<file path="src/design/reliable_datagram_receiver_assert.svh">
// assertion macros for the datagram receiver rtl
// depends on nothing; files that check their own logic include this header
`ifndef RELIABLE_DATAGRAM_RECEIVER_ASSERT_SVH
`define RELIABLE_DATAGRAM_RECEIVER_ASSERT_SVH

// condition holds at every clock edge outside reset
`define RDR_ASSERT_ALWAYS(label, clk, rst, cond, msg) \
   label: assert property (@(posedge clk) disable iff (rst) (cond)) else $error(msg);

// consequent holds in the same cycle as the antecedent
`define RDR_ASSERT_IMP(label, clk, rst, ante, cons, msg) \
   label: assert property (@(posedge clk) disable iff (rst) (ante) |-> (cons)) else $error(msg);

// consequent holds in the cycle after the antecedent
`define RDR_ASSERT_NEXT(label, clk, rst, ante, cons, msg) \
   label: assert property (@(posedge clk) disable iff (rst) (ante) |=> (cons)) else $error(msg);

`endif

</file>
<file path="src/design/rdr_pkg.sv">
// shared types, codes and constants of the datagram receiver
// no dependencies; imported by every module of the block but the ram
package rdr_pkg;

   localparam int SEQ_W   = 32;
   localparam int SIG_W   = 32;
   localparam int LEN_W   = 11;
   localparam int TYPE_W  = 3;
   localparam int WIN_W   = 16;
   localparam int RETRY_W = 4;
   localparam int KIND_W  = 2;
   localparam int ENTRY_W = SEQ_W + SIG_W + TYPE_W + LEN_W;

   // largest payload length honored, longer ones saturate
   localparam logic [LEN_W-1:0] MAX_PAYLOAD = 11'd1024;

   // register reset values
   localparam logic [WIN_W-1:0]   WINDOW_RESET  = 16'd2048;
   localparam logic [RETRY_W-1:0] RETRIES_RESET = 4'd3;

   // configuration register indexes
   localparam int CSR_IDX_W = 1;
   localparam logic [CSR_IDX_W-1:0] CSR_IDX_WINDOW  = 1'b0;
   localparam logic [CSR_IDX_W-1:0] CSR_IDX_RETRIES = 1'b1;

   // item operation codes
   localparam logic OP_PACKET  = 1'b0;
   localparam logic OP_TIMEOUT = 1'b1;

   // packet type codes
   localparam logic [TYPE_W-1:0] TYPE_DAT = 3'd0;
   localparam logic [TYPE_W-1:0] TYPE_ACK = 3'd1;
   localparam logic [TYPE_W-1:0] TYPE_SYN = 3'd2;
   localparam logic [TYPE_W-1:0] TYPE_FIN = 3'd3;
   localparam logic [TYPE_W-1:0] TYPE_RST = 3'd4;

   // reply kind codes
   localparam logic [KIND_W-1:0] KIND_ACK    = 2'd0;
   localparam logic [KIND_W-1:0] KIND_RST    = 2'd1;
   localparam logic [KIND_W-1:0] KIND_GIVEUP = 2'd2;

   // connection phase
   typedef enum logic [3:0] {
      PH_HANDSHAKE = 4'b0001,
      PH_ESTAB     = 4'b0010,
      PH_DATA      = 4'b0100,
      PH_CLOSED    = 4'b1000
   } phase_type;

   // one input item after unpacking
   typedef struct packed {
      logic              op;
      logic [TYPE_W-1:0] ptype;
      logic [SEQ_W-1:0]  seq;
      logic [LEN_W-1:0]  len;
      logic [SIG_W-1:0]  sig;
   } item_type;

   // one reply item
   typedef struct packed {
      logic [KIND_W-1:0] kind;
      logic [SEQ_W-1:0]  ack;
      logic [WIN_W-1:0]  win;
      logic [LEN_W-1:0]  pay;
      logic              dup;
      logic              rel;
      logic              last;
   } reply_type;

   // replies handed from the controller to the output queue
   typedef struct packed {
      logic      push;
      logic      two;
      reply_type first;
      reply_type second;
   } reply_push_type;

   function automatic reply_type make_reply(
      input logic [KIND_W-1:0] kind,
      input logic [SEQ_W-1:0]  ack,
      input logic [WIN_W-1:0]  win,
      input logic [LEN_W-1:0]  pay,
      input logic              dup,
      input logic              rel
   );
      reply_type r;
      r.kind = kind;
      r.ack  = ack;
      r.win  = win;
      r.pay  = pay;
      r.dup  = dup;
      r.rel  = rel;
      r.last = 1'b0;
      return r;
   endfunction

   // window minus payload, floored at zero
   function automatic logic [WIN_W-1:0] shrink_window(
      input logic [WIN_W-1:0] win,
      input logic [LEN_W-1:0] len
   );
      logic [WIN_W-1:0] len_w;
      len_w = {{(WIN_W-LEN_W){1'b0}}, len};
      return (win > len_w) ? (win - len_w) : '0;
   endfunction

endpackage

</file>
<file path="src/design/rdr_ctrl.sv">
// item sequencer: duplicate search over the seen table, protocol decision
// depends on rdr_pkg and the assertion header; drives the table ram and reply queue
`include "reliable_datagram_receiver_assert.svh"

module rdr_ctrl
   import rdr_pkg::*;
#(
   parameter int TABLE_DEPTH = 64,
   localparam int AW = $clog2(TABLE_DEPTH),
   localparam int CNT_W = $clog2(TABLE_DEPTH + 1)
) (
   input  logic               clock,
   input  logic               reset,
   input  logic               req_tvalid,
   output logic               req_tready,
   input  item_type           req_item,
   input  logic [WIN_W-1:0]   window_size,
   input  logic [RETRY_W-1:0] max_retries,
   output logic               wr_en,
   output logic [AW-1:0]      wr_addr,
   output logic [ENTRY_W-1:0] wr_data,
   output logic               rd_en,
   output logic [AW-1:0]      rd_addr,
   input  logic [ENTRY_W-1:0] rd_data,
   input  logic               q_empty,
   output reply_push_type     push
);

   typedef enum logic [3:0] {
      ST_IDLE   = 4'b0001,
      ST_SEARCH = 4'b0010,
      ST_FETCH  = 4'b0100,
      ST_DECIDE = 4'b1000
   } ctrl_state_type;

   localparam logic [CNT_W-1:0] DEPTH_CNT = CNT_W'(TABLE_DEPTH);

   ctrl_state_type     state_ff, state_in;
   phase_type          phase_ff, phase_in;
   logic [RETRY_W-1:0] retry_ff, retry_in;
   logic [LEN_W-1:0]   last_len_ff, last_len_in;
   logic [CNT_W-1:0]   count_ff, count_in;
   logic [CNT_W-1:0]   idx_ff, idx_in;
   logic               pend_ff, pend_in;
   logic               hit_ff, hit_in;
   item_type           item_ff, item_in;

   logic               accept;
   logic               decide;
   logic [LEN_W-1:0]   len_sat;
   logic [ENTRY_W-1:0] entry_key;
   logic               match;
   logic [CNT_W-1:0]   last_idx;
   logic [SEQ_W-1:0]   rd_seq;
   logic [LEN_W-1:0]   rd_len;
   logic [SEQ_W-1:0]   tail_seq;
   logic [LEN_W-1:0]   tail_len;
   logic [RETRY_W-1:0] retry_next;
   logic [SEQ_W-1:0]   seq_plus_one;
   reply_type          r0, r1;

   assign req_tready = (state_ff == ST_IDLE);
   assign accept     = req_tvalid & req_tready;
   assign decide     = (state_ff == ST_DECIDE) & q_empty;

   // saturate the payload length before it is stored or compared
   assign len_sat = (req_item.len > MAX_PAYLOAD) ? MAX_PAYLOAD : req_item.len;

   // table entry: sequence, signature, type, length
   assign entry_key = {item_ff.seq, item_ff.sig, item_ff.ptype, item_ff.len};
   assign match     = pend_ff & (rd_data == entry_key);
   assign rd_seq    = rd_data[ENTRY_W-1 -: SEQ_W];
   assign rd_len    = rd_data[LEN_W-1:0];
   assign last_idx  = count_ff - CNT_W'(1);

   // last stored entry, or zero for an empty table
   assign tail_seq = (count_ff != '0) ? rd_seq : '0;
   assign tail_len = (count_ff != '0) ? rd_len : '0;

   assign retry_next   = retry_ff + RETRY_W'(1);
   assign seq_plus_one = item_ff.seq + SEQ_W'(1);

   // table reads: one entry per cycle while searching, last entry on fetch
   always_comb begin
      rd_en   = 1'b0;
      rd_addr = last_idx[AW-1:0];
      case (state_ff)
         ST_SEARCH: begin
            rd_en   = (idx_ff < count_ff) & ~match;
            rd_addr = idx_ff[AW-1:0];
         end
         ST_FETCH: begin
            rd_en = 1'b1;
         end
         default: begin
            rd_en = 1'b0;
         end
      endcase
   end

   // sequencer and protocol decision
   always_comb begin
      state_in    = state_ff;
      phase_in    = phase_ff;
      retry_in    = retry_ff;
      last_len_in = last_len_ff;
      count_in    = count_ff;
      idx_in      = idx_ff;
      pend_in     = pend_ff;
      hit_in      = hit_ff;
      item_in     = item_ff;
      wr_en       = 1'b0;
      wr_addr     = count_ff[AW-1:0];
      wr_data     = entry_key;
      r0          = '0;
      r1          = '0;
      push        = '0;
      case (state_ff)
         ST_IDLE: begin
            if (accept) begin
               item_in     = req_item;
               item_in.len = len_sat;
               idx_in      = '0;
               pend_in     = 1'b0;
               hit_in      = 1'b0;
               if (phase_ff == PH_CLOSED) begin
                  state_in = ST_IDLE;
               end else if (req_item.op == OP_TIMEOUT) begin
                  if (phase_ff == PH_ESTAB && count_ff != '0) begin
                     state_in = ST_FETCH;
                  end else begin
                     state_in = ST_DECIDE;
                  end
               end else begin
                  state_in = ST_SEARCH;
               end
            end
         end
         ST_SEARCH: begin
            if (match) begin
               hit_in   = 1'b1;
               state_in = ST_DECIDE;
            end else if (idx_ff >= count_ff) begin
               hit_in   = 1'b0;
               state_in = ST_DECIDE;
            end else begin
               idx_in  = idx_ff + CNT_W'(1);
               pend_in = 1'b1;
            end
         end
         ST_FETCH: begin
            state_in = ST_DECIDE;
         end
         ST_DECIDE: begin
            if (q_empty) begin
               state_in = ST_IDLE;
               if (item_ff.op == OP_TIMEOUT) begin
                  // timeout tick
                  if (phase_ff == PH_HANDSHAKE) begin
                     retry_in = retry_next;
                     if (retry_next >= max_retries) begin
                        r0        = make_reply(KIND_GIVEUP, '0, '0, '0, 1'b0, 1'b0);
                        push.push = 1'b1;
                        phase_in  = PH_CLOSED;
                     end
                  end else if (phase_ff == PH_ESTAB) begin
                     last_len_in = tail_len;
                     r0 = make_reply(KIND_ACK, tail_seq + SEQ_W'(tail_len),
                                     shrink_window(window_size, tail_len), tail_len,
                                     1'b0, 1'b0);
                     push.push = 1'b1;
                  end
               end else if (hit_ff) begin
                  // duplicate: re-acknowledge the stored entry
                  r0 = make_reply(KIND_ACK, rd_seq + SEQ_W'(rd_len), window_size, '0,
                                  1'b1, 1'b0);
                  push.push = 1'b1;
               end else begin
                  // new packet: record while there is room
                  if (count_ff < DEPTH_CNT) begin
                     wr_en    = 1'b1;
                     count_in = count_ff + CNT_W'(1);
                  end
                  case (item_ff.ptype)
                     TYPE_SYN: begin
                        push.push = 1'b1;
                        phase_in  = PH_ESTAB;
                        if (retry_ff != '0) begin
                           retry_in = '0;
                           push.two = 1'b1;
                           r0 = make_reply(KIND_RST, seq_plus_one, window_size, '0,
                                           1'b0, 1'b0);
                           r1 = make_reply(KIND_ACK, seq_plus_one, window_size,
                                           last_len_ff, 1'b0, 1'b0);
                        end else begin
                           r0 = make_reply(KIND_ACK, seq_plus_one, window_size,
                                           last_len_ff, 1'b0, 1'b0);
                        end
                     end
                     TYPE_FIN: begin
                        push.push = 1'b1;
                        phase_in  = PH_CLOSED;
                        r0 = make_reply(KIND_ACK, seq_plus_one, window_size, last_len_ff,
                                        1'b0, 1'b1);
                     end
                     TYPE_RST: begin
                        push.push = 1'b1;
                        r0 = make_reply(KIND_ACK, seq_plus_one, window_size, '0,
                                        1'b0, 1'b0);
                     end
                     TYPE_DAT: begin
                        push.push   = 1'b1;
                        last_len_in = item_ff.len;
                        if (phase_ff == PH_ESTAB) begin
                           phase_in = PH_DATA;
                        end
                        r0 = make_reply(KIND_ACK, item_ff.seq + SEQ_W'(item_ff.len),
                                        shrink_window(window_size, item_ff.len),
                                        item_ff.len, 1'b0, 1'b0);
                     end
                     default: begin
                        // ack and unknown types are only recorded
                        push.push = 1'b0;
                     end
                  endcase
               end
               // mark the final reply of this item
               if (push.two) begin
                  r1.last = 1'b1;
               end else begin
                  r0.last = 1'b1;
               end
               push.first  = r0;
               push.second = r1;
            end
         end
         default: begin
            state_in = ST_IDLE;
         end
      endcase
   end

   always_ff @(posedge clock) begin
      if (reset) begin
         state_ff    <= ST_IDLE;
         phase_ff    <= PH_HANDSHAKE;
         retry_ff    <= '0;
         last_len_ff <= '0;
         count_ff    <= '0;
         idx_ff      <= '0;
         pend_ff     <= 1'b0;
         hit_ff      <= 1'b0;
      end else begin
         state_ff    <= state_in;
         phase_ff    <= phase_in;
         retry_ff    <= retry_in;
         last_len_ff <= last_len_in;
         count_ff    <= count_in;
         idx_ff      <= idx_in;
         pend_ff     <= pend_in;
         hit_ff      <= hit_in;
      end
   end

   always_ff @(posedge clock) begin
      item_ff <= item_in;
   end

   // checks
   `RDR_ASSERT_ALWAYS(a_count_bound, clock, reset, count_ff <= DEPTH_CNT,
      "seen table count beyond depth")
   `RDR_ASSERT_IMP(a_write_on_decide, clock, reset, wr_en, decide,
      "table written outside a decision")
   `RDR_ASSERT_IMP(a_read_in_range, clock, reset, rd_en, CNT_W'(rd_addr) < count_ff,
      "table read beyond stored entries")
   `RDR_ASSERT_NEXT(a_closed_ignores, clock, reset, accept && phase_ff == PH_CLOSED,
      state_ff == ST_IDLE && $stable(count_ff) && $stable(retry_ff),
      "item changed state after close")
   `RDR_ASSERT_IMP(a_last_marker, clock, reset, push.push && push.two,
      push.second.last && !push.first.last, "final reply marker misplaced")

endmodule

</file>
<file path="config.mk">
export PLATFORM = sky130hd
export DESIGN_NAME = rdr_ctrl
export DESIGN_NICKNAME = d
export VERILOG_FILES = /design/src/design/rdr_pkg.sv /design/src/design/rdr_ctrl.sv
export VERILOG_INCLUDE_DIRS = /design/src /design/src/design
export SDC_FILE = /design/constraint.sdc
export NUM_CORES = 1
export LEC_CHECK = 0
export BUFFER_PORTS_ARGS = -buffer_cell sky130_fd_sc_hd__buf_4
export CORE_AREA = 3 3 253 193
export DETAILED_ROUTE_END_ITERATION = 6
export DIE_AREA = 0 0 256 196
export PLACE_DENSITY_LB_ADDON = 0.15
export SYNTH_ARGS = -nofsm -noshare
export SYNTH_HDL_FRONTEND = slang
export SYNTH_SLANG_ARGS = --single-unit
</file>
<file path="constraint.sdc">
create_clock -name clock -period 7.9 [get_ports clock]
set_clock_uncertainty 0.1 [all_clocks]
set_input_delay 0.395 -clock clock [delete_from_list [all_inputs] [get_ports clock]]
set_output_delay 0.395 -clock clock [all_outputs]
set_load 0.01 [all_outputs]
</file>
* Word-level counts from Yosys, hierarchy flattened
Cells that the tools add are included.
** Storage, ports and cells
- Bits in registers :: 118
- Bits in latches :: 0
- Bits in writable memories :: 0
- Memory bits (read-only) :: 0
- Input port bits :: 181
- Word-level logic and storage cells :: 149
- Memories :: 0
** Operators by class
- Add/sub/neg operators :: 10
- Multiply operators :: 0
- Div/mod/pow operators :: 0
- Order comparisons :: 7
- Eq/ne operators :: 22
- Shifts and indexed selects :: 0
- Mux-type cells :: 73
- Bitwise gates (word level) :: 6
- Reductions and logical operators :: 18
** Operator list (number)
- 2-to-1 mux 62 bit :: 5
- 2-to-1 mux 130 bit :: 2
- 2-to-1 mux 64 bit :: 4
- case mux 64 bit (4 select lines) :: 1
- adder 32 x 11 -> 32 bit :: 3
- == test 78 bit :: 1
- 2-to-1 mux 4 bit :: 17
- 2-to-1 mux 11 bit :: 6
- 2-to-1 mux 63 bit :: 1
- adder 32 x 1 -> 32 bit, second input constant :: 1
- > comparator 16 x 11 -> 1 bit :: 2
- 2-to-1 mux 16 bit :: 2
- 2-to-1 mux 32 bit :: 1
- subtractor 16 x 11 -> 16 bit :: 2
- 2-to-1 mux 1 bit :: 24
- 2-to-1 mux 7 bit :: 3
- case mux 4 bit (4 select lines) :: 1
- adder 7 x 1 -> 7 bit, second input constant :: 2
- case mux 7 bit (2 select lines) :: 1
- case mux 4 bit (3 select lines) :: 1
- AND reduction 6 bit :: 2
- > comparator 11 bit, second input constant :: 1
- != test 2 x 1 -> 1 bit, second input constant :: 5
- == test 4 x 1 -> 1 bit, second input constant :: 2
- other kinds (28) :: 46

* Logic depth before layout (Yosys ltp)
Gate-level depths: netlist of run 1.
- Depth after elaboration :: 10
- Gate-level depth with buffers :: 17

* Worst setup path after synthesis of run 1
OpenSTA, ideal clock, no wires.
- Path type :: flip-flop to output port
- Start point :: reg count_ff[0]
- End point :: out push[116] (netlist name)
- Arrival :: 4.141 ns
- Data required time :: 7.405 ns
- Slack :: 3.264 ns
- Stages on the path, launching flop included :: 18
- Path buffers :: 2
- Cells stage by stage :: dfxtp_1 -> inv_1 -> ha_1 -> nor3b_2 -> nand2_1 -> clkbuf_1 -> clkbuf_1 -> and2_1 -> ha_1 -> ha_1 -> a21o_1 -> maj3_1 -> a221o_1 -> a41oi_2 -> nor2_1 -> nand4_1 -> mux2_1 -> a221oi_1
** RTL lines
- start: declaration :: line rdr_ctrl.sv:42 : logic [CNT_W-1:0] count_ff, count_in;
- start signal: assignment :: line rdr_ctrl.sv:258 : count_ff <= count_in;
- end: declaration :: line rdr_ctrl.sv:26 : output reply_push_type push

==> summary.txt, run 1 <==
Logic synthesis
  • Largest family of logic cells by synthesized area: simple AND/OR/NAND/NOR gates
  • Xor/xnor cell area share of the yosys netlist: 11.9%
  • Top cell type's share of synthesized area: between 10% and 20%
  • EDFF count, synth: just under 80
  • Top cells by area, synth: edfxtp_1, xnor2_1, ha_1, dfxtp_1, buf_4
  • Syn Inst Count: roughly 1700
  • Post-synth top flop: edfxtp_1
  • Post-synthesis compound-gate area fraction: 20.8%
  • Adder-cell area share of the yosys netlist: about 7.3%
  • Register area share after synthesis: between 20% and 30%
  • Simple-Gate Fraction of Synth Area: about 25%
  • Mapped cell area: ~0.013 sq mm
  • Yosys top cell by area: edfxtp_1
  • Synth Register Bits: about 120
  • Ys Warns: 0
  • Unique masters post-synth: 87
  • Post-synthesis mux area share: about 1.2%
  • Syn Area/Cell: a little under 8 sq um
  • Post-synth ARST share: 0%

Placed design
  • DPL Wire Length: roughly 53 mm
  • Placed insts: 2597
  • Routability cong.: between 0.9 and 1
  • IO buf count: 399

Floorplan
  • Number of I/O pins: between 400 and 500
  • CORE AREA: around 0.046 sq mm
  • Die area: 0.0502 sq mm
  • Row count: 68
  • Starting Density: slightly below 30%
  • Die width: roughly 260 um
  • DIE HEIGHT: 196 um

Setup path
  • RR Startpoint: wr_data[5]$_SDFFCE_PN0P_
  • FF-to-FF setup slack: ~3.9 ns
  • Crit-path most repeated cell: nand2_1
  • R2R depth: 8
  • Crit-path max FO: 24
  • Signal arrival time at the worst endpoint: 5.60 ns
  • Critical path class: reg2out
  • RR Endpoint: idx_ff[5]$_SDFFE_PP0P_
  • Critical Path Slowest Stage Cell: a221oi_1
  • Critical path required time: 7.40 ns
  • CP endpoint kind: primary output
  • CP Cell Sequence: inv_1, ha_1, nor3b_2, nand2_1, nand2_1, inv_1, ha_1, and3_1, o211ai_1, a31o_2, a31oi_2, nand3_1, xnor2_1, nand2_1, a221oi_1, buf_4
  • Crit-path max cell delay: between 0.7 and 0.8 ns
  • Worst Setup Start Kind: flop

Layout
  • Final nets: 2299
  • Sequential cell area: 0.00315 sq mm
  • Final cell count without fillers: approximately 2700
  • Layout cells sized above 1: between 20% and 30%
  • Fillers: just under 5000
  • Post-Route Utilization: a little under two fifths
  • Area of the multi-input gates: 0.00893 sq mm
  • Synth-to-Final Area Change: 30.5%

Global route
  • Vias in the first global route: approximately 14000
  • Initial antenna violation count: 1
  • Largest net degree at the start of global routing: 60
  • GRT overflow: 0
  • First-pass GRT wire length: roughly 96 mm
  • Overall global routing resource usage: 25.6%

CTS
  • Post-CTS Setup Bufs: 0
  • H-tree level count: 4
  • Clock transition time at the flip-flop clock pins of the worst setup and hold paths: about 0.060 ns
  • Post-cts resize count: 0
  • Clock root cell: clkbuf_16
  • CTS sink count: between 100 and 150
  • Hold_buf cts: 58
  • CTS Buf Count: 17
  • CTS tree: built
  • Clock buffer depth: 2
  • Clk_lat worst skew: approximately 0.46 ns

STA
  • Slew @ Worst Pin: roughly 1.2 ns
  • Final worst path period need: about 6.1 ns
  • Fin crit share: roughly 77%
  • Unrepaired setup endpoints after global routing: false
  • Final hold violation count: 0
  • Post-Route Setup TNS: 0 ns
  • Max_slew headroom: around 20%
  • Slew Limit Fails: 0
  • Max Freq: ~0.16 GHz
  • Setup violators final: 0

Hold path
  • Hold Startpoint: req_item[54]
  • HP Class: in2reg
  • WHS Path Cells: 1
  • Hold Crit Endpoint: wr_data[57]$_DFFE_PP_

Status
  • Outcome: complete, no violations

Routing
  • Via Count: roughly 15000
  • Drc violations: 0
  • DRT Pass-1 Iters: 7
  • Vias per cell: between 5 and 6
  • DRT Wirelength: 66.6 mm
  • Post-route ant nets: 0
  • Iter 0 DRT Violations: 1346
  • Routed WL per cell: 24.8 um

Power and ir drop
  • Peak VDD IR: 0.000156 V
  • Leakage power: approximately 0.0070 uW
  • Final Power: around 2500 uW
  • Power per standard cell area: 145 mW/mm^2

Flow run
  • Max Cap Viol: 0
==> per-layer routing <==
metal  routed length (um)  vias up  GRT usage (%)
met3                 5650       68           5.79
met4                 1400        0           6.37
li1                     -     6812              -
met2                29300      693           39.6
met5                    0        -              0
met1                30200     7178           36.0
==> Yosys cell counts (35+ instances only) <==
master    number
a211oi_1      35
a21oi_1       95
and2_1        49
buf_4         89
clkbuf_1      74
dfxtp_1       39
edfxtp_1      79
ha_1          70
inv_1         68
nand2_1      144
nand3_1       53
nand4_1       48
nor2_1       162
nor3_1        36
o21ai_0       82
xnor2_1      130
xor2_1        52
==> cells by family (layout without fill, tap and decap cells) <==
kind of cell               count (synthesis)  in the layout
adders and majority gates                 76             76
buffers and inverters                    255            576
AOI/OAI and AO/OA                        418            418
and+or+nand+nor                          668            668
xor gates and xnor gates                 182            182
other                                      1              5
DFF                                      118            118
muxes                                     15             15
==> state kept, by name, indices dropped and copies added (netlist names) <==
| signal | count |
|---|---|
| wr_data | 78 |
| last_len_ff | 11 |
| count_ff | 7 |
| idx_ff | 7 |
| phase_ff | 4 |
| retry_ff | 4 |
| state_ff | 4 |
| hit_ff | 1 |
| item_ff | 1 |
| pend_ff | 1 |
==> power breakdown <==
part | internal [uW] | switching, uW | total [uW]
Sequential | 728 | 108 | 835
Combinational | 362 | 513 | 875
Clock | 509 | 304 | 813
==> placed cells by master (no fill, tap or decap), drive strengths merged, types with 5 or more instances in the layout <==
| master | count |
|---|---|
| a31oi | 17 |
| buf | 416 |
| xnor2 | 130 |
| ha | 70 |
| and4 | 10 |
| o21bai | 8 |
| mux2i | 11 |
| or3 | 16 |
| nor3 | 38 |
| a211oi | 38 |
| and3 | 32 |
| dfxtp | 39 |
| a22oi | 22 |
| nor4 | 30 |
| clkbuf | 28 |
| nand4 | 48 |
| a221oi | 20 |
| o21ai | 93 |
| nand3b | 5 |
| o22ai | 21 |
| o211ai | 12 |
| nand2 | 144 |
| a31o | 5 |
| a21oi | 97 |
| inv | 71 |
| or2 | 11 |
| o31ai | 5 |
| nor2b | 34 |
| a311o | 5 |
| edfxtp | 79 |
| nor2 | 162 |
| dlygate4sd3 | 58 |
| xor2 | 52 |
| a21o | 16 |
| nand3 | 53 |
| nand2b | 24 |
| a32oi | 7 |
| o21a | 14 |
| and2 | 49 |
| o2111ai | 6 |
==> area by class of cell <==
class | instances | area share, %
antenna | 1 | 0.0143
clock buffer | 28 | 3.39
inverter | 70 | 1.52
multi-input combinational | 1363 | 51.2
timing repair buffer | 474 | 21.2
sequential | 118 | 18.1
tap | 630 | 4.52
clock inverter | 4 | 0.136
==> through the flow <==
stage | worst slack (ns) | area [sq um] | hold WS, ns
global route | 1.57 | 17500 | 0.000619
detailed placement | 2.45 | 16300 | 0.378
global placement | 2.57 | 16300 | 0.371
CTS | 1.94 | 17500 | 0.0000981
finish | 1.81 | 17500 | 0.0254
floorplan | 3.26 | 13400 | 0.337
==> worst max path at each step <==
stage	from	to
global route	count_ff[0]$_SDFFE_PP0P_	push[107]
CTS	count_ff[0]$_SDFFE_PP0P_	push[116]
floorplan	count_ff[0]$_SDFFE_PP0P_	push[116]
global placement	count_ff[0]$_SDFFE_PP0P_	push[116]
detailed placement	count_ff[0]$_SDFFE_PP0P_	push[116]
finish	count_ff[0]$_SDFFE_PP0P_	push[107]
==> critical path, delay by kind of cell (launching register included) <==
family | cells | cell delay (ns)
xor gates and xnor gates | 1 | 0.18
AOI/OAI and AO/OA | 4 | 1.62
and+or+nand+nor | 6 | 1.92
adders and majority gates | 2 | 0.58
DFF | 1 | 0.39
buffers and inverters | 3 | 0.45
Note: power is estimated with default switching activity, not from simulation.
==> run 2, diff against run 1 <==
clock period = 5.2 ns   (was 7.9 ns; I/O delays follow)
==> run 2 against run 1 <==
Compared with the run above: first-iteration DRC count down 1.9%; cell count up 1.4%; combinational power up 55%; routed wire length up 0.31%; global-route usage up 0.082 points; sequential cell count unchanged.
==> summary.txt, run 2 (synthesized netlist as in run 1, its figures left out) <==
Routing
  • Vias per cell: approximately 5.5
  • Via Count: roughly 15000
  • DRT Pass-1 Iters: 5
  • DRT Wirelength: 66.8 mm
  • Routed WL per cell: 24.5 um
  • Iter 0 DRT Violations: 1321
  • Drc violations: 0
  • Post-route ant nets: 0

Global route
  • GRT overflow: 0
  • First-pass GRT wire length: 96.1 mm
  • Vias in the first global route: about 14000
  • Initial antenna violation count: 4
  • Largest net degree at the start of global routing: 59
  • Overall global routing resource usage: approximately a quarter

CTS
  • Clock buffer depth: 2
  • CTS tree: built
  • Clk_lat worst skew: roughly 0.45 ns
  • Clock transition time at the flip-flop clock pins of the worst setup and hold paths: 0.06 ns
  • Post-CTS Setup Bufs: 0
  • CTS sink count: approximately 120
  • CTS Buf Count: 17
  • H-tree level count: 4
  • Clock root cell: clkbuf_16

Placed design
  • IO buf count: around 400
  • DPL Wire Length: about 54 mm
  • Routability cong.: between 0.9 and 1

STA
  • Final worst path period need: approximately 5 ns
  • Final hold violation count: 0
  • Post-Route Setup TNS: 0 ns
  • Unrepaired setup endpoints after global routing: false
  • Max_slew headroom: between 20 and 25%
  • Worst hold slack: 0.0316 ns
  • Slew Limit Fails: 0
  • Fin crit share: approximately 96%
  • Max Freq: 0.201 GHz
  • Setup violators final: 0
  • Slew @ Worst Pin: around 1.1 ns

Setup path
  • Signal arrival time at the worst endpoint: around 4.6 ns
  • CP endpoint kind: primary output
  • Crit-path max FO: 6
  • Critical path required time: between 4 and 5 ns
  • Worst Setup Start Kind: flop
  • Critical path class: reg2out

Layout
  • Layout cells sized above 1: a little under a quarter
  • Final nets: 2332
  • Commonest non-fill, non-tap cells in the layout: buf_4, nor2_1, nand2_1
  • Fillers: approximately 4800
  • Max FFs per register: 78
  • Area of the multi-input gates: approximately 0.009 sq mm
  • Sequential cell area: about 0.0032 sq mm
  • Commonest non-fill, non-tap cell in the layout: buf_4
  • Synth-to-Final Area Change: 32.6%

Floorplan
  • Die area: around 0.050 sq mm
  • Starting Density: just under 30%
  • Row count: 68
  • CORE AREA: between 0.04 and 0.05 sq mm
  • Number of I/O pins: 404
  • Die width: roughly 260 um
  • DIE HEIGHT: between 150 and 200 um

Status
  • Outcome: complete, no violations

Power and ir drop
  • Leakage power: slightly above 0.007 uW
  • Int Pwr: approximately 2400 uW
  • Logic pwr share: ~36%
  • Final Power: ~3800 uW
  • Peak VDD IR: roughly 0.00024 V
  • Reg power frac: approximately 34%
  • Clock power share: between 30% and 40%
  • Switch Pwr: roughly 1400 uW
  • Switch share: between 30% and 40%
  • Power per standard cell area: roughly 210 mW/mm^2

Flow run
  • Max Cap Viol: 0

Hold path
  • HP Class: in2reg
run 2: changes by cell type in the layout (fill, tap and decap cells not counted), sizes merged:
cell / previous run / this run
diode: 1 / 6
clkbuf: 28 / 25
buf: 416 / 429
clkinv: 2 / 5
dlygate4sd3: 58 / 78
run 2: final cells by class:
cell class | instances | share of cell area [%]
well taps | 630 | 4.44
multi-input cells | 1363 | 50.5
clock inverters | 7 | 0.218
inverters | 70 | 1.49
diodes | 6 | 0.0846
clock buffers | 25 | 2.97
flip-flops and latches | 118 | 17.8
repair buffers | 507 | 22.5
run 2: power by group through the flow:
stage	sequential (uW)	combinational [uW]	clock, uW
after floorplan	1180	859	0
after global placement	1270	1280	0
after detailed placement	1280	1280	0
after CTS	1260	1340	1190
after global routing	1270	1470	1220
final	1260	1360	1150
run 2: critical path: stages (launching register included):
cell	delay, ns
dfxtp_1	0.36
inv_1	0.10
ha_1	0.20
or3b_4	0.45
o21ai_4	0.18
inv_1	0.10
ha_1	0.23
ha_1	0.20
a21o_1	0.19
maj3_1	0.39
a221o_1	0.38
a41oi_4	0.33
nor2_2	0.14
nand4_1	0.13
mux2_1	0.33
a221oi_1	0.29
buf_4	0.18
run 2: routing by layer:
layer	wire length, um	global-route usage (%)
met5	0	0
met4	1610	7.62
met3	6590	7.47
met2	28900	38.5
met1	29700	35.6
run 2: stage by stage:
| stage | instances | area [sq um] | worst slack [ns] | utilization (%) |
|---|---|---|---|---|
| final | 2726 | 17800 | 0.220 | 38.4 |
| after global routing | 2723 | 17700 | 0.0209 | 38.4 |
| after CTS | 2720 | 17700 | 0.0424 | 38.3 |
| after detailed placement | 2610 | 16400 | 0.542 | 35.4 |
| after global placement | 2610 | 16400 | 0.641 | 35.4 |
| after floorplan | 1736 | 13400 | 0.699 | - |
run 2: path summary, 6_finish.rpt:
path,startpoint,slack (ns),end,depth (start not counted)
setup / recovery,count_ff[1]$_SDFFE_PP0P_,0.22,push[116],16
hold / removal,req_item[33],0.03,wr_data[1]$_SDFFCE_PN0P_,2
setup reg to reg,wr_data[5]$_SDFFCE_PN0P_,1.24,idx_ff[3]$_SDFFE_PP0P_,8
hold reg to reg,retry_ff[3]$_SDFFE_PP0P_,0.39,retry_ff[3]$_SDFFE_PP0P_,2
run 2: repair_timing:
| action | CTS | global route |
|---|---|---|
| hold endpoints to repair | 79 | 0 |
| hold buffers | 78 | 0 |
| gates resized for setup | 0 | 7 |
| endpoints found under the setup margin | 0 | 16 |
